`src/rtl/msc_pkg.sv`:
```
// ----------------------------------------------------------------------------
// msc_pkg
// Shared types and constants for the motor setpoint conditioner.
// ----------------------------------------------------------------------------
package msc_pkg;

  // Depth of the median window.
  localparam int WINDOW_SIZE = 5;
  localparam int SLOT_W      = (WINDOW_SIZE > 1) ? $clog2(WINDOW_SIZE) : 1;
  localparam int CNT_W       = $clog2(WINDOW_SIZE + 1);

  // Full-scale values of the potentiometer, the PWM range and the percent weight.
  localparam int POT_FULL = 1023;
  localparam int PWM_FULL = 255;
  localparam int PCT_FULL = 100;

  // Division by one hundred is done as a multiplication by 5243 / 2^19.
  // This is exact for every dividend below 25600.
  localparam int AVG_RECIP = 5243;
  localparam int AVG_SHIFT = 19;

  localparam int ADDR_W = 5;

  // Configuration register indexes (byte address is four times the index).
  typedef enum logic [2:0] {
    REG_PWM_MIN    = 3'd0,
    REG_PWM_MAX    = 3'd1,
    REG_AVG_WEIGHT = 3'd2,
    REG_SLEW_STEP  = 3'd3,
    REG_ALERT_SET  = 3'd4,
    REG_ALERT_CLR  = 3'd5
  } reg_idx_e;

  typedef enum logic [2:0] {
    S_IDLE,
    S_SELECT,
    S_MEDIAN,
    S_AVG_SUM,
    S_AVG_DIV,
    S_RAMP
  } ctrl_state_e;

  typedef struct packed {
    logic [7:0] pwm_min;
    logic [7:0] pwm_max;
    logic [6:0] avg_weight_pct;
    logic [7:0] slew_step;
    logic [7:0] alert_set_lvl;
    logic [7:0] alert_clr_lvl;
  } cfg_t;

  // Commands from the controller to the datapath.
  typedef struct packed {
    logic load_in;
    logic select;
    logic med_step;
    logic avg_sum;
    logic avg_div;
    logic ramp_commit;
  } cmd_t;

  // Status from the datapath to the controller.
  typedef struct packed {
    logic med_found;
  } stat_t;

  // Result word, last field in the lowest bits.
  typedef struct packed {
    logic               pwm_at_max;
    logic               alert;
    logic [7:0]         ramped_pwm;
    logic [7:0]         average_value;
    logic [7:0]         median_value;
    logic [7:0]         clamped_value;
    logic signed [10:0] selected_value;
    logic [7:0]         pot_scaled;
  } result_t;

  localparam int RESULT_W = $bits(result_t);
  localparam int OUT_W    = ((RESULT_W + 7) / 8) * 8;
  localparam int IN_W     = 24;

endpackage

```
`src/rtl/msc_ctrl.sv`:
```
// ----------------------------------------------------------------------------
// msc_ctrl
// Sequencer for one setpoint word: select, median search, average, ramp.
// ----------------------------------------------------------------------------
module msc_ctrl (
  input  logic          clk_i,
  input  logic          rst_ni,
  input  logic          in_valid_i,
  output logic          in_ready_o,
  output logic          out_valid_o,
  input  logic          out_ready_i,
  output msc_pkg::cmd_t cmd_o,
  input  msc_pkg::stat_t stat_i
);
  import msc_pkg::*;

  ctrl_state_e state_q, state_d;
  logic        out_valid_q, out_valid_d;
  logic        out_free;

  assign out_free    = !out_valid_q || out_ready_i;
  assign in_ready_o  = (state_q == S_IDLE);
  assign out_valid_o = out_valid_q;

  always_comb begin
    state_d = state_q;
    cmd_o   = '0;
    unique case (state_q)
      S_IDLE: begin
        if (in_valid_i) begin
          cmd_o.load_in = 1'b1;
          state_d       = S_SELECT;
        end
      end
      S_SELECT: begin
        cmd_o.select = 1'b1;
        state_d      = S_MEDIAN;
      end
      S_MEDIAN: begin
        cmd_o.med_step = 1'b1;
        if (stat_i.med_found) begin
          state_d = S_AVG_SUM;
        end
      end
      S_AVG_SUM: begin
        cmd_o.avg_sum = 1'b1;
        state_d       = S_AVG_DIV;
      end
      S_AVG_DIV: begin
        cmd_o.avg_div = 1'b1;
        state_d       = S_RAMP;
      end
      S_RAMP: begin
        // The ramp state and the output register update together, so wait
        // until the output register can take the word.
        if (out_free) begin
          cmd_o.ramp_commit = 1'b1;
          state_d           = S_IDLE;
        end
      end
      default: state_d = S_IDLE;
    endcase
  end

  always_comb begin
    out_valid_d = out_valid_q;
    if (cmd_o.ramp_commit) begin
      out_valid_d = 1'b1;
    end else if (out_ready_i) begin
      out_valid_d = 1'b0;
    end
  end

  always_ff @(posedge clk_i or negedge rst_ni) begin
    if (!rst_ni) begin
      state_q     <= S_IDLE;
      out_valid_q <= 1'b0;
    end else begin
      state_q     <= state_d;
      out_valid_q <= out_valid_d;
    end
  end

  a_load_starts_select: assert property (@(posedge clk_i) disable iff (!rst_ni)
    cmd_o.load_in |=> state_q == S_SELECT)
    else $error("accepted word did not start the select step");

  a_commit_needs_room: assert property (@(posedge clk_i) disable iff (!rst_ni)
    cmd_o.ramp_commit |-> (!out_valid_q || out_ready_i))
    else $error("result committed over an untaken word");

  a_valid_from_commit: assert property (@(posedge clk_i) disable iff (!rst_ni)
    $rose(out_valid_q) |-> $past(cmd_o.ramp_commit))
    else $error("output valid rose without a commit");

endmodule

```
`src/rtl/msc_datapath.sv`:
```
// ----------------------------------------------------------------------------
// msc_datapath
// Scaling, clamp, median window, moving average and slew limiter.
// ----------------------------------------------------------------------------
module msc_datapath (
  input  logic             clk_i,
  input  logic             rst_ni,
  input  msc_pkg::cfg_t    cfg_i,
  input  msc_pkg::cmd_t    cmd_i,
  output msc_pkg::stat_t   stat_o,
  input  logic             mode_auto_i,
  input  logic [9:0]       pot_sample_i,
  input  logic signed [10:0] manual_target_i,
  output msc_pkg::result_t result_o
);
  import msc_pkg::*;

  function automatic logic [7:0] clamp_pwm(logic signed [10:0] v, logic [7:0] lo,
                                           logic [7:0] hi);
    logic signed [10:0] lo_s;
    logic signed [10:0] hi_s;
    lo_s = signed'({3'b000, lo});
    hi_s = signed'({3'b000, hi});
    if (v < lo_s) return lo;
    if (v > hi_s) return hi;
    return v[7:0];
  endfunction

  // Input word.
  logic               mode_q;
  logic [9:0]         pot_q;
  logic signed [10:0] manual_q;

  // Window and its bookkeeping.
  logic [7:0]        window_q [WINDOW_SIZE];
  logic [SLOT_W-1:0] slot_q;
  logic [CNT_W-1:0]  filled_q;
  logic [SLOT_W-1:0] med_idx_q;

  // Per-word intermediate values.
  logic [7:0]         pot_scaled_q;
  logic signed [10:0] selected_q;
  logic [7:0]         clamped_q;
  logic [7:0]         median_q;
  logic [14:0]        sum_q;

  // Persistent state.
  logic [7:0] avg_q;
  logic       primed_q;
  logic [7:0] ramp_q;
  logic       alert_q;
  result_t    result_q;

  // ---- scaling: x*255/1023 via a shift estimate and one correction ----
  logic [17:0]        pot_x255;
  logic [7:0]         q_est;
  logic [17:0]        q_rem;
  logic [7:0]         pot_scaled;
  logic signed [10:0] selected;
  logic [7:0]         clamped;

  assign pot_x255   = {pot_q, 8'b0} - {8'b0, pot_q};
  assign q_est      = pot_x255[17:10];
  assign q_rem      = pot_x255 - {q_est, 10'b0} + {10'b0, q_est};
  assign pot_scaled = (q_rem >= 18'(POT_FULL)) ? q_est + 8'd1 : q_est;
  assign selected   = mode_q ? signed'({3'b000, pot_scaled}) : manual_q;
  assign clamped    = clamp_pwm(selected, cfg_i.pwm_min, cfg_i.pwm_max);

  // ---- median: rank test of one candidate per cycle ----
  logic [7:0]             cand;
  logic [WINDOW_SIZE-1:0] lt_vec;
  logic [WINDOW_SIZE-1:0] le_vec;
  logic [CNT_W-1:0]       cnt_lt;
  logic [CNT_W-1:0]       cnt_le;
  logic [CNT_W-1:0]       mid_rank;

  assign cand = window_q[med_idx_q];

  always_comb begin
    for (int j = 0; j < WINDOW_SIZE; j++) begin
      lt_vec[j] = (CNT_W'(j) < filled_q) && (window_q[j] <  cand);
      le_vec[j] = (CNT_W'(j) < filled_q) && (window_q[j] <= cand);
    end
  end

  assign cnt_lt           = CNT_W'($countones(lt_vec));
  assign cnt_le           = CNT_W'($countones(le_vec));
  assign mid_rank         = filled_q >> 1;
  assign stat_o.med_found = (cnt_lt <= mid_rank) && (mid_rank < cnt_le);

  // ---- moving average ----
  logic [6:0]  weight;
  logic [6:0]  weight_inv;
  logic [27:0] avg_prod;

  assign weight     = (cfg_i.avg_weight_pct > 7'(PCT_FULL)) ? 7'(PCT_FULL)
                                                            : cfg_i.avg_weight_pct;
  assign weight_inv = 7'(PCT_FULL) - weight;
  assign avg_prod   = {13'b0, sum_q} * 28'(AVG_RECIP);

  // ---- slew limiter, re-clamp and flags ----
  logic signed [9:0]  avg_s;
  logic signed [9:0]  lvl_up;
  logic signed [9:0]  lvl_dn;
  logic signed [9:0]  lvl_next;
  logic [7:0]         ramped;
  logic               alert;
  logic               at_max;

  assign avg_s  = signed'({2'b00, avg_q});
  assign lvl_up = signed'({2'b00, ramp_q}) + signed'({2'b00, cfg_i.slew_step});
  assign lvl_dn = signed'({2'b00, ramp_q}) - signed'({2'b00, cfg_i.slew_step});

  always_comb begin
    if (avg_s > lvl_up) begin
      lvl_next = lvl_up;
    end else if (avg_s < lvl_dn) begin
      lvl_next = lvl_dn;
    end else begin
      lvl_next = avg_s;
    end
  end

  assign ramped = clamp_pwm({lvl_next[9], lvl_next}, cfg_i.pwm_min, cfg_i.pwm_max);
  assign alert  = alert_q ? (ramped >= cfg_i.alert_clr_lvl) : (ramped > cfg_i.alert_set_lvl);
  assign at_max = (ramped >= cfg_i.pwm_max);

  // Payload registers.
  always_ff @(posedge clk_i) begin
    if (cmd_i.load_in) begin
      mode_q   <= mode_auto_i;
      pot_q    <= pot_sample_i;
      manual_q <= manual_target_i;
    end
    if (cmd_i.select) begin
      window_q[slot_q] <= clamped;
      pot_scaled_q     <= mode_q ? pot_scaled : 8'd0;
      selected_q       <= selected;
      clamped_q        <= clamped;
    end
    if (cmd_i.med_step && stat_o.med_found) begin
      median_q <= cand;
    end
    if (cmd_i.avg_sum) begin
      sum_q <= ({8'b0, weight} * {7'b0, median_q}) + ({8'b0, weight_inv} * {7'b0, avg_q});
    end
    if (cmd_i.ramp_commit) begin
      result_q.pot_scaled     <= pot_scaled_q;
      result_q.selected_value <= selected_q;
      result_q.clamped_value  <= clamped_q;
      result_q.median_value   <= median_q;
      result_q.average_value  <= avg_q;
      result_q.ramped_pwm     <= ramped;
      result_q.alert          <= alert;
      result_q.pwm_at_max     <= at_max;
    end
  end

  // Control and persistent state.
  always_ff @(posedge clk_i or negedge rst_ni) begin
    if (!rst_ni) begin
      slot_q    <= '0;
      filled_q  <= '0;
      med_idx_q <= '0;
      avg_q     <= '0;
      primed_q  <= 1'b0;
      ramp_q    <= '0;
      alert_q   <= 1'b0;
    end else begin
      if (cmd_i.select) begin
        slot_q    <= (slot_q == SLOT_W'(WINDOW_SIZE - 1)) ? '0 : slot_q + 1'b1;
        med_idx_q <= '0;
        if (filled_q < CNT_W'(WINDOW_SIZE)) begin
          filled_q <= filled_q + 1'b1;
        end
      end
      if (cmd_i.med_step && !stat_o.med_found) begin
        med_idx_q <= med_idx_q + 1'b1;
      end
      if (cmd_i.avg_div) begin
        // The first word loads the average with its clamped value.
        avg_q    <= primed_q ? avg_prod[AVG_SHIFT+7:AVG_SHIFT] : clamped_q;
        primed_q <= 1'b1;
      end
      if (cmd_i.ramp_commit) begin
        ramp_q  <= ramped;
        alert_q <= alert;
      end
    end
  end

  assign result_o = result_q;

  a_fill_bound: assert property (@(posedge clk_i) disable iff (!rst_ni)
    filled_q <= CNT_W'(WINDOW_SIZE) && slot_q < SLOT_W'(WINDOW_SIZE))
    else $error("window bookkeeping out of range");

  a_search_in_window: assert property (@(posedge clk_i) disable iff (!rst_ni)
    cmd_i.med_step |-> CNT_W'(med_idx_q) < filled_q)
    else $error("median search ran past the filled entries");

  a_ramp_in_limits: assert property (@(posedge clk_i) disable iff (!rst_ni)
    (cmd_i.ramp_commit && cfg_i.pwm_min <= cfg_i.pwm_max)
      |=> ramp_q >= cfg_i.pwm_min && ramp_q <= cfg_i.pwm_max)
    else $error("ramp level left the configured limits");

endmodule

```
`src/rtl/motor_setpoint_conditioner.sv`:
```
// ----------------------------------------------------------------------------
// motor_setpoint_conditioner
// Conditions one motor PWM setpoint word per control tick.
// ----------------------------------------------------------------------------
// Each input word is handled on its own, and the next word is taken only once
// the last one has gone through every step: the block takes the word, scales,
// selects and clamps it into the median window, searches for the median (it
// tests one window entry per cycle, so the filled depth of the window bounds the
// length of the search), then forms the weighted sum, divides by one hundred
// and applies the slew limiter. A finished result word waits in an output
// register, so the next input word is taken while the previous result is still
// unread; only when a second result is ready before the first is taken does the
// block hold in the ramp step. Configuration registers are written over the
// APB-style port and must only be changed while the block is idle.
// ----------------------------------------------------------------------------
module motor_setpoint_conditioner (
  input  logic                        clk_i,
  input  logic                        rst_ni,

  // Input words.
  input  logic                        s_axis_tvalid,
  output logic                        s_axis_tready,
  // [9:0] pot_sample, [20:10] manual_target, [23:21] zero
  input  logic [msc_pkg::IN_W-1:0]    s_axis_tdata,
  // [0] mode_auto
  input  logic [0:0]                  s_axis_tuser,

  // Result words.
  output logic                        m_axis_tvalid,
  input  logic                        m_axis_tready,
  // [7:0] pot_scaled, [18:8] selected_value, [26:19] clamped_value,
  // [34:27] median_value, [42:35] average_value, [50:43] ramped_pwm,
  // [51] alert, [52] pwm_at_max, [55:53] zero
  output logic [msc_pkg::OUT_W-1:0]   m_axis_tdata,

  // Configuration port.
  input  logic                        psel,
  input  logic                        penable,
  input  logic                        pwrite,
  input  logic [msc_pkg::ADDR_W-1:0]  paddr,
  input  logic [31:0]                 pwdata,
  output logic [31:0]                 prdata,
  output logic                        pready
);
  import msc_pkg::*;

  cfg_t     cfg_q;
  cmd_t     cmd;
  stat_t    stat;
  result_t  result;
  reg_idx_e reg_idx;
  logic     cfg_wr;

  // The register index is the word address; the byte offset bits are ignored.
  assign reg_idx = reg_idx_e'(paddr[ADDR_W-1:2]);
  assign pready  = 1'b1;
  assign cfg_wr  = psel && penable && pwrite && pready;

  // Configuration registers. Writes to indexes beyond the list are dropped.
  always_ff @(posedge clk_i or negedge rst_ni) begin
    if (!rst_ni) begin
      cfg_q.pwm_min        <= 8'd0;
      cfg_q.pwm_max        <= 8'(PWM_FULL);
      cfg_q.avg_weight_pct <= 7'd30;
      cfg_q.slew_step      <= 8'd5;
      cfg_q.alert_set_lvl  <= 8'd200;
      cfg_q.alert_clr_lvl  <= 8'd180;
    end else if (cfg_wr) begin
      unique case (reg_idx)
        REG_PWM_MIN:    cfg_q.pwm_min        <= pwdata[7:0];
        REG_PWM_MAX:    cfg_q.pwm_max        <= pwdata[7:0];
        REG_AVG_WEIGHT: cfg_q.avg_weight_pct <= pwdata[6:0];
        REG_SLEW_STEP:  cfg_q.slew_step      <= pwdata[7:0];
        REG_ALERT_SET:  cfg_q.alert_set_lvl  <= pwdata[7:0];
        REG_ALERT_CLR:  cfg_q.alert_clr_lvl  <= pwdata[7:0];
        default: ;
      endcase
    end
  end

  // Read-back of the register values.
  always_comb begin
    unique case (reg_idx)
      REG_PWM_MIN:    prdata = {24'b0, cfg_q.pwm_min};
      REG_PWM_MAX:    prdata = {24'b0, cfg_q.pwm_max};
      REG_AVG_WEIGHT: prdata = {25'b0, cfg_q.avg_weight_pct};
      REG_SLEW_STEP:  prdata = {24'b0, cfg_q.slew_step};
      REG_ALERT_SET:  prdata = {24'b0, cfg_q.alert_set_lvl};
      REG_ALERT_CLR:  prdata = {24'b0, cfg_q.alert_clr_lvl};
      default:        prdata = 32'b0;
    endcase
  end

  // The controller steps one word through the datapath and owns the
  // handshake on both streams.
  msc_ctrl u_ctrl (
    .clk_i       (clk_i),
    .rst_ni      (rst_ni),
    .in_valid_i  (s_axis_tvalid),
    .in_ready_o  (s_axis_tready),
    .out_valid_o (m_axis_tvalid),
    .out_ready_i (m_axis_tready),
    .cmd_o       (cmd),
    .stat_i      (stat)
  );

  msc_datapath u_datapath (
    .clk_i           (clk_i),
    .rst_ni          (rst_ni),
    .cfg_i           (cfg_q),
    .cmd_i           (cmd),
    .stat_o          (stat),
    .mode_auto_i     (s_axis_tuser[0]),
    .pot_sample_i    (s_axis_tdata[9:0]),
    .manual_target_i (signed'(s_axis_tdata[20:10])),
    .result_o        (result)
  );

  assign m_axis_tdata = {(OUT_W - RESULT_W)'(0), result};

endmodule

```
`config.mk`:
```
export PLATFORM = sky130hd
export DESIGN_NAME = motor_setpoint_conditioner
export DESIGN_NICKNAME = d
export VERILOG_FILES = /design/src/rtl/msc_pkg.sv /design/src/rtl/msc_ctrl.sv /design/src/rtl/msc_datapath.sv /design/src/rtl/motor_setpoint_conditioner.sv
export SDC_FILE = /design/constraint.sdc
export NUM_CORES = 1
export LEC_CHECK = 0
export BUFFER_PORTS_ARGS = -buffer_cell sky130_fd_sc_hd__buf_2
export CORE_MARGIN = 3
export CORE_UTILIZATION = 40
export DETAILED_ROUTE_END_ITERATION = 16
export PLACE_DENSITY = 0.67
export SKIP_LAST_GASP = 1
export SLEW_MARGIN = 20
export SYNTH_ARGS = -nofsm -noshare
export SYNTH_HDL_FRONTEND = slang
export SYNTH_SLANG_ARGS = --single-unit
```
`constraint.sdc`:
```
create_clock -name clk_i -period 15.2 [get_ports clk_i]
set_input_delay 2.28 -clock clk_i [delete_from_list [all_inputs] [get_ports clk_i]]
set_output_delay 2.28 -clock clk_i [all_outputs]
set_load 0.02 [all_outputs]
```
=== After elaboration in Yosys (flattened, before gate mapping) ===
Memories as Yosys holds them, arrays and structs flattened.
Cells that the tools add are included.

* Bits in registers: 203
* Memory bits (writable): 40
* Input bits: 69
* Output and inout bits: 91
* Word-level logic and storage cells: 168
* Memories kept: 1

* Add/subtract/negate cells: 19
* $mul: 3
* Magnitude comparators: 29
* Eq/ne operators: 14
* Muxes and demuxes: 41
* Reductions and logical operators: 30

{| class="wikitable"
|+ Memories
! name !! words !! width !! rd ports !! clocked after memory_dff !! write ports !! line !! source
|-
| u_datapath.window_q || 5 || 8 || 6 || 0 || 1 || msc_datapath.sv:35 || <nowiki>logic [7:0] window_q [WINDOW_SIZE];</nowiki>
|}

{| class="wikitable"
|+ Operators with widths
! cell !! number
|-
| 8-bit 2-to-1 mux || 10
|-
| 8-bit one-hot mux with 6 select lines || 1
|-
| 8-bit <= comparator || 5
|-
| 8-bit less-than comparator || 5
|-
| 7-bit by 8-bit multiplier with 15-bit output || 2
|-
| 15-bit by 13-bit multiplier with 27-bit output (second input constant) || 1
|-
| 10-bit 2-to-1 mux || 2
|-
| 1-bit 2-to-1 mux || 19
|-
| 18-bit by 8-bit adder with 18-bit output || 1
|-
| 18-bit by 10-bit greater-or-equal comparator with 1-bit output (second input constant) || 1
|-
| 3-bit 2-to-1 mux || 6
|-
| 3-bit one-hot mux with 6 select lines || 1
|-
| 18-bit by 10-bit subtractor with 18-bit output || 1
|-
| 18-bit subtractor || 1
|-
| 8-bit greater-or-equal comparator || 2
|-
| 15-bit adder || 1
|-
| 3-bit == test (second input constant) || 5
|-
| 1-bit logical AND || 15
|-
| 2-bit AND reduction || 7
|-
| 3-bit by 2-bit == test with 1-bit output (second input constant) || 4
|-
| 11-bit by 9-bit greater-than comparator with 1-bit output || 1
|-
| 11-bit by 9-bit less-than comparator with 1-bit output || 1
|-
| 11-bit 2-to-1 mux || 1
|-
| 10-bit by 9-bit greater-than comparator with 1-bit output || 1
|-
| other kinds (28) || 42
|}

=== Depth between registers and ports, before layout ===
Gate-level depths: netlist of run 1.

* Depth after elaboration: 11
* Depth in mapped cells: 41
* Mapped depth without buffers: 38

=== Hierarchy ===
Synthesis of run 1 repeated with hierarchy kept, for this count alone.

* Cell total of the unflattened synthesis: 2016
* Area, all modules: 22640.5 µm²

{| class="wikitable"
|+ By module, submodules not included
! module !! times used !! cells an instance !! area each (µm²) !! seq. area each (µm²)
|-
| msc_datapath || 1 || 1808 || 19920.4 || 6351.1
|-
| motor_setpoint_conditioner || 1 || 185 || 2496.1 || 1202.4
|-
| msc_ctrl || 1 || 23 || 224.0 || 100.1
|}

=== Worst setup path after synthesis of run 1 ===
Ideal clock, no wire load.

* Path type: register to register
* Start: reg cfg_q[16] in the netlist's numbering
* End: reg u_datapath.result_q, in the netlist u_datapath.result_o[51], data pin
* Library setup time: 279 ps
* Arrival: 7018 ps
* Data required time: 14921 ps
* Slack: 7903 ps
* Cell stages (with the launch flop): 37
* Buffers on the path: 1
* Clock period less this slack: 7297 ps
* Cells stage by stage: dfstp_2 -> ha_1 -> fa_1 -> ha_1 -> o21a_1 -> o21a_1 -> o21a_1 -> o21a_1 -> o21a_1 -> o21ai_0 -> nand2b_1 -> a21oi_1 -> nor2_1 -> ha_1 -> clkbuf_1 -> nand2b_1 -> nor3_1 -> a221o_1 -> o32ai_1 -> o21ai_0 -> ha_1 -> nor2b_1 -> a2111oi_0 -> nand3b_1 -> o21ai_2 -> nor2_1 -> a21oi_1 -> ha_1 -> nand2b_1 -> a21o_1 -> a21o_1 -> a21o_1 -> a21o_1 -> a21o_1 -> a21o_1 -> a21oi_1 -> o21ai_0

* Word-level cells in the longest chain between the ends: 11
* Elaborated cells between the ends (all ways): 17
* Those cells by class: 2 x add/sub; 6 x order compare; 9 x mux

{| class="wikitable"
|+ Ends and longest elaborated chain
! element !! line !! source
|-
| start, declared || motor_setpoint_conditioner.sv:47 || <nowiki>cfg_t cfg_q;</nowiki>
|-
| 8-bit by 8-bit subtractor with 9-bit output || msc_datapath.sv:112 || <nowiki>assign lvl_dn = signed'({2'b00, ramp_q}) - signed'({2'b00, cfg_i.slew_step});</nowiki>
|-
| 9-bit by 10-bit less-than comparator with 1-bit output || msc_datapath.sv:117 || <nowiki>end else if (avg_s < lvl_dn) begin</nowiki>
|-
| 10-bit 2-to-1 mux || msc_datapath.sv:117 ||
|-
| 10-bit 2-to-1 mux * || msc_datapath.sv:115 || <nowiki>if (avg_s > lvl_up) begin</nowiki>
|-
| 10-bit by 9-bit greater-than comparator with 1-bit output || msc_datapath.sv:25 || <nowiki>if (v > hi_s) return hi;</nowiki>
|-
| 1-bit 2-to-1 mux (2 in a row) || msc_datapath.sv:25 ||
|-
| 8-bit 2-to-1 mux || msc_datapath.sv:26 || <nowiki>return v[7:0];</nowiki>
|-
| 8-bit 2-to-1 mux * || msc_datapath.sv:25 ||
|-
| 8-bit greater-than comparator or 8-bit greater-or-equal comparator (tied branches) || msc_datapath.sv:125 || <nowiki>assign alert = alert_q ? (ramped >= cfg_i.alert_clr_lvl) : (ramped > cfg_i.alert_set_lvl);</nowiki>
|-
| 1-bit 2-to-1 mux * || msc_datapath.sv:125 ||
|-
| via u_datapath.alert || msc_datapath.sv:107 || <nowiki>logic alert;</nowiki>
|-
| end, declared || msc_datapath.sv:52 || <nowiki>result_t result_q;</nowiki>
|}

Mark *: on every way through the listed nets, which the timed path passes. The rest lies on a longest branch. The select of a mux whose other input is x is not followed.
A chain may end at the register's enable or synchronous reset.

=== Final worst setup path of run 1 ===
* Start: reg cfg_q[17] in the netlist's numbering
* End: reg u_datapath.result_q, in the netlist u_datapath.result_o[51], data pin

* Word-level cells in the longest chain between the ends: 11
* Elaborated cells between the ends (all ways): 17
* Those cells by class: 2 x add/sub; 6 x order compare; 9 x mux

{| class="wikitable"
|+ Ends and longest elaborated chain
! element !! line !! source
|-
| 8-bit by 8-bit subtractor with 9-bit output || msc_datapath.sv:112 ||
|-
| 9-bit by 10-bit less-than comparator with 1-bit output || msc_datapath.sv:117 ||
|-
| 10-bit 2-to-1 mux || msc_datapath.sv:117 ||
|-
| 10-bit 2-to-1 mux * || msc_datapath.sv:115 ||
|-
| 10-bit by 9-bit greater-than comparator with 1-bit output || msc_datapath.sv:25 ||
|-
| 1-bit 2-to-1 mux (2 in a row) || msc_datapath.sv:25 ||
|-
| 8-bit 2-to-1 mux || msc_datapath.sv:26 ||
|-
| 8-bit 2-to-1 mux * || msc_datapath.sv:25 ||
|-
| via u_datapath.ramped[1] || msc_datapath.sv:106 || <nowiki>logic [7:0] ramped;</nowiki>
|-
| 8-bit greater-than comparator or 8-bit greater-or-equal comparator (tied branches) || msc_datapath.sv:125 ||
|-
| 1-bit 2-to-1 mux * || msc_datapath.sv:125 ||
|-
| via u_datapath.alert || msc_datapath.sv:107 ||
|}

Marks and branches as above.

==> results.md, run 1 <==
* DIE AREA at between 60000 and 70000 µm²
* Crit path largest cell delay at around 0.65 ns
* CP Class: reg -> reg
* Final Max Slew Viols at 0
* Clock Pin Slew Worst Setup and Hold Paths at ~0.070 ns
* Top post-synthesis cells by area: edfxtp_1, ha_1, fa_1, dfrtp_1, inv_1
* FMAX at 113 MHz
* Final period util at 58.2%
* Cells after synthesis at between 2000 and 2500
* Post-synth EDFFs at 189
* Flops & latches, synth at 267
* Clock Path Buffers at 3
* Core area at roughly 57000 µm²
* Starting Density at 40.5%
* IO Pins at 160
* Critical Path Fanout Max at 18
* DR vias at between 15000 and 20000
* Post-route ant nets at 0
* Worst-margin pin slew at 1.16 ns
* Final min period at approximately 8.8 ns
* Diodes inserted at 0
* Mapped Area at 22900 µm²
* Post-synthesis area per instance at 10.8 µm²
* HP Start: u_datapath.selected_q[6]
* Crit end category: flip-flop
* RSZ-0062 raised after global routing: no
* Synth warn at 0
* Layout cell share with drive strength beyond 1 at 12.2%
* Hold_buf cts at 0
* GRT overflow at 0
* Sink Count at ~270
* Status: complete, no violations
* CTS tree: built
* Synth Flop Type: edfxtp_1
* Placed insts at about 2900
* DP HPWL at 42700 µm
* Slowest library cell on the worst path: o21ai_0
* Register area share after synthesis at 33.4%
* Hold Path Class: reg -> reg
* Worst Path Arrival at 9.16 ns
* Async SR Flop Fraction at between 20% and 30%
* DR DRC count at 0
* Fin Setup TNS at 0 ns
* DR vias/cell at about 5.3
* Die width at between 200 and 250 µm
* Total Routing Usage GR at 18.4%
* Detailed Route WL at between 50000 and 60000 µm
* Layout Skew at 0.0480 ns
* # fillers at approximately 5300
* CTS resizes at 0
* Worst r2r src: cfg_q[17]
* Initial DRC count at approximately 1000
* Layout Cells excl Fill at about 3000
* Antenna violations before repair at 0
* Synth cell types at 99
* Nets@finish at 2761
* Setup crit start kind: flip-flop
* Largest net degree at the start of global routing at 79
* Worst Path Required at around 16 ns
* Largest area contributor in the netlist: edfxtp_1
* Cts bufs inserted at 30
* CTS root buffer: clkbuf_16
* WHS at slightly above 0.4 ns
* Area delta synth->final at 9.79%
* Setup violators final at 0
* Commonest cells post-synth: inv_1, ha_1, edfxtp_1, nand2_1, fa_1
* DIE HEIGHT at between 200 and 250 µm
* Most frequent cell after synthesis: inv_1
* H-Tree Depth at 1
* IO Port Bufs at approximately 100
* Worst setup path startpoint: cfg_q[17]
* # rows at 87
* Clk Latency, worst-skew pair at around 0.6 ns
* Hold Vio Cnt, Final at 0
* Maxcap violations at 0
* WL/cell at approximately 18 µm
* Total iterations of the first detailed-routing run at 7
* Vias in the first global route at between 15000 and 20000
* First-pass GRT wire length at 88400 µm
* Max_slew headroom at roughly a fifth
* Gp weighted congestion at roughly 0.88
* Post-synth top area share at about a quarter
* Post-CTS setup buffers at 0
==> registers in the layout, indices dropped and copies added, names as in the netlist, 10 cells and up <==
name and flops:
u_datapath.pot_q 10, u_datapath.window_q 64, u_datapath.sum_q 15, cfg_q 47, u_datapath.result_o 53, u_datapath.manual_q 11, u_datapath.selected_q 11
==> cells by family after synthesis <==
family                     after synthesis  share of synthesized area (%)
AOI/OAI and AO/OA                      335                           9.71
xor gates and xnor gates                64                           2.64
adders and majority gates              469                           30.6
buffers and inverters                  404                           7.28
DFF                                    267                           33.4
muxes                                   89                           5.20
other                                    2                         0.0327
and+or+nand+nor                        501                           11.2
==> routing by layer <==
metal	global-route usage [%]	part of all wire, %	vias to the layer above
li1	-	-	7487
met1	24.9	44	7853
met3	1.89	4.5	91
met5	0	0	-
met4	4.65	2.5	0
met2	31.5	49	417
==> area by class of cell <==
class | count | area, µm² | share of cell area [%]
inverters | 324 | 1220 | 4.83
clock inverters | 18 | 220 | 0.874
clock buffers | 38 | 821 | 3.26
flip-flops and latches | 267 | 7650 | 30.4
multi-input cells | 1486 | 13700 | 54.5
repair buffers | 114 | 607 | 2.41
well taps | 756 | 946 | 3.75
==> path summary, 6_finish.rpt <==
kind	endpoint	slack [ns]	depth (start not counted)
worst max-delay path	u_datapath.result_o[51]	6.35	36
worst min-delay path	u_datapath.result_o[14]	0.41	0
worst max register to register	u_datapath.result_o[51]	6.35	36
worst min register to register	u_datapath.result_o[14]	0.41	0
max in group asynchronous	u_datapath.med_idx_q[2]	12.90	1
min in group asynchronous	cfg_q[12]	1.74	1
==> cells in the final DEF, fill, tap and decap left out, drive strengths merged, types with 28 or more instances in the layout <==
cell,n
nand2,164
edfxtp,189
clkbuf,38
o21ai,97
a21oi,72
dfrtp,57
a21o,33
xnor2,43
conb,28
buf,114
and2,68
fa,154
nand2b,28
ha,315
nor2,64
inv,328
nor3,41
o21a,28
nor2b,31
mux2i,43
==> critical path: cells and delay by family (launching register included) <==
family | cells | cell delay, ns
compound gates | 20 | 4.60
simple gates | 9 | 1.22
flops | 1 | 0.45
buf+inv | 1 | 0.13
fa+ha+maj | 5 | 1.99
xor+xnor | 1 | 0.14
==> stage by stage <==
stage / area [µm²] / setup slack [ns] / utilization, %
5_1_grt: 25200 / 5.67 / 44.5
6_report: 25200 / 6.35 / 44.5
4_1_cts: 25200 / 6.45 / 44.5
3_5_place_dp: 24100 / 6.49 / 42.6
2_1_floorplan: 23000 / 7.90 / -
3_3_place_gp: 24100 / 6.51 / 42.6
Power of run 1 is not shown: default switching activity piles up to over one toggle a cycle in this logic, so the estimate is an artifact.
==> run 2: changes to the inputs <==
==> constraint.sdc (replaced) <==
create_clock -name clk_i -period 9.23 [get_ports clk_i]
set_input_delay 1.3845 -clock clk_i [delete_from_list [all_inputs] [get_ports clk_i]]
set_output_delay 1.3845 -clock clk_i [all_outputs]
set_load 0.02 [all_outputs]
==> results.md, run 2 (synthesized netlist as in run 1, its figures left out) <==
* Hold_buf cts at 0
* Most frequent cells in the layout: inv_1, ha_1, edfxtp_1
* Fin Setup TNS at 0 ns
* Maxcap violations at 0
* GRT overflow at 0
* Worst reg-to-reg path cell count at 37
* WL met1 at approximately 25000 µm
* IO Port Bufs at between 100 and 150
* Setup violators final at 0
* Sink Count at ~270
* # rows at 87
* Status: complete, no violations
* Vias in the first global route at roughly 16000
* Final period util at 90.3%
* FMAX at 120 MHz
* Top reg by flops: u_datapath.window_q
* Crit end category: flip-flop
* WL met3 at 2610 µm
* Cts bufs inserted at 30
* Core area at approximately 57000 µm²
* Cell mode on critical path: a21o_1
* IO Pins at 160
* Highest routed layer: met5
* Die width at approximately 250 µm
* Post-CTS setup buffers at 0
* Worst-margin pin slew at between 1 and 1.5 ns
* CTS tree: built
* Worst Path Required at a little under 10 ns
* Layout Skew at between 0.05 and 0.06 ns
* Detailed Route WL at about 55000 µm
* Total Routing Usage GR at 18.3%
* DR DRC count at 0
* Critical Path Fanout Max at 18
* H-Tree Depth at 1
* CTS root buffer: clkbuf_16
* Crit path largest cell delay at between 0.5 and 0.6 ns
* Nets@finish at around 2800
* DR vias at 15800
* WHS Path Cells at 0
* Area delta synth->final at 10.0%
* WL/cell at 18.3 µm
* RSZ-0062 raised after global routing: no
* Layout cell share with drive strength beyond 1 at 12.6%
* CP Class: reg -> reg
* Initial DRC count at between 800 and 900
* DP HPWL at 43300 µm
* Max_slew headroom at between 10% and 20%
* Post-route ant nets at 0
* Largest net degree at the start of global routing at 54
* CTS resizes at 0
* Final min period at 8.33 ns
* Diodes inserted at 0
* Antenna violations before repair at 1
* Clk Latency, worst-skew pair at roughly 0.6 ns
* Metal2 WL at about 27000 µm
* Starting Density at just over 40%
* Hold Vio Cnt, Final at 0
* Clock Path Buffers at 3
* Final Max Slew Viols at 0
* First-pass GRT wire length at 87700 µm
* Worst Path Arrival at slightly below 9 ns
* Slowest library cell on the worst path: ha_2
* Clock Pin Slew Worst Setup and Hold Paths at 0.06 ns
* Max FFs per register at 64
* Commonest non-fill, non-tap cell in the layout: inv_1
* Gp weighted congestion at approximately 0.85
* DIE AREA at 60300 µm²
* DIE HEIGHT at roughly 250 µm
* DR vias/cell at around 5.3
* Total iterations of the first detailed-routing run at 6
* Setup crit start kind: flip-flop
* Hold Path Class: reg -> reg
==> run 2: final timing paths <==
kind / start / endpoint / slack (ns)
max: cfg_q[17] / u_datapath.alert_q / 0.90
max reg2reg: cfg_q[17] / u_datapath.alert_q / 0.90
min in group asynchronous: rst_ni / u_ctrl.state_q[1] / 0.73
min reg2reg: u_datapath.pot_scaled_q[2] / u_datapath.result_o[2] / 0.42
min: u_datapath.pot_scaled_q[2] / u_datapath.result_o[2] / 0.42
max in group asynchronous: rst_ni / u_datapath.ramp_q[7] / 7.45
==> run 2: per-stage QoR <==
stage	worst slack, ns	cells	utilization (%)	hold slack (ns)	area [µm²]
CTS	0.698	3009	44.6	0.421	25200
detailed placement	0.711	2953	42.7	0.405	24200
floorplan	1.93	2157	-	0.400	23000
global route	0.117	3009	44.6	0.430	25200
global placement	0.850	2953	42.7	0.405	24200
finish	0.898	3009	44.6	0.420	25200
==> run 2: cell type report <==
class	count	area (µm²)
Timing Repair Buffer	120	648
Fill cell	5313	31400
Clock inverter	18	238
Multi-Input combinational cell	1486	13700
Tap cell	756	946
Inverter	324	1220
Clock buffer	38	801
Sequential cell	267	7650
==> run 2: metal layers <==
layer  vias up  GRT usage (%)
met5         -              0
met4         2           4.10
met3        72           2.70
met2       365           31.1
met1      7911           24.7
li1       7496              -
==> run 2: worst max-delay path: cells and delay by family, from the launching register on <==
family / cells / cell delay (ns)
adder cells (fa/ha/maj): 5 / 1.79
XOR/XNOR: 1 / 0.14
flip-flops: 1 / 0.42
AND/OR/NAND/NOR: 10 / 1.35
buffers and inverters: 1 / 0.11
AO/OA/AOI/OAI: 20 / 4.39
Power of run 2 is left out for the same reason.
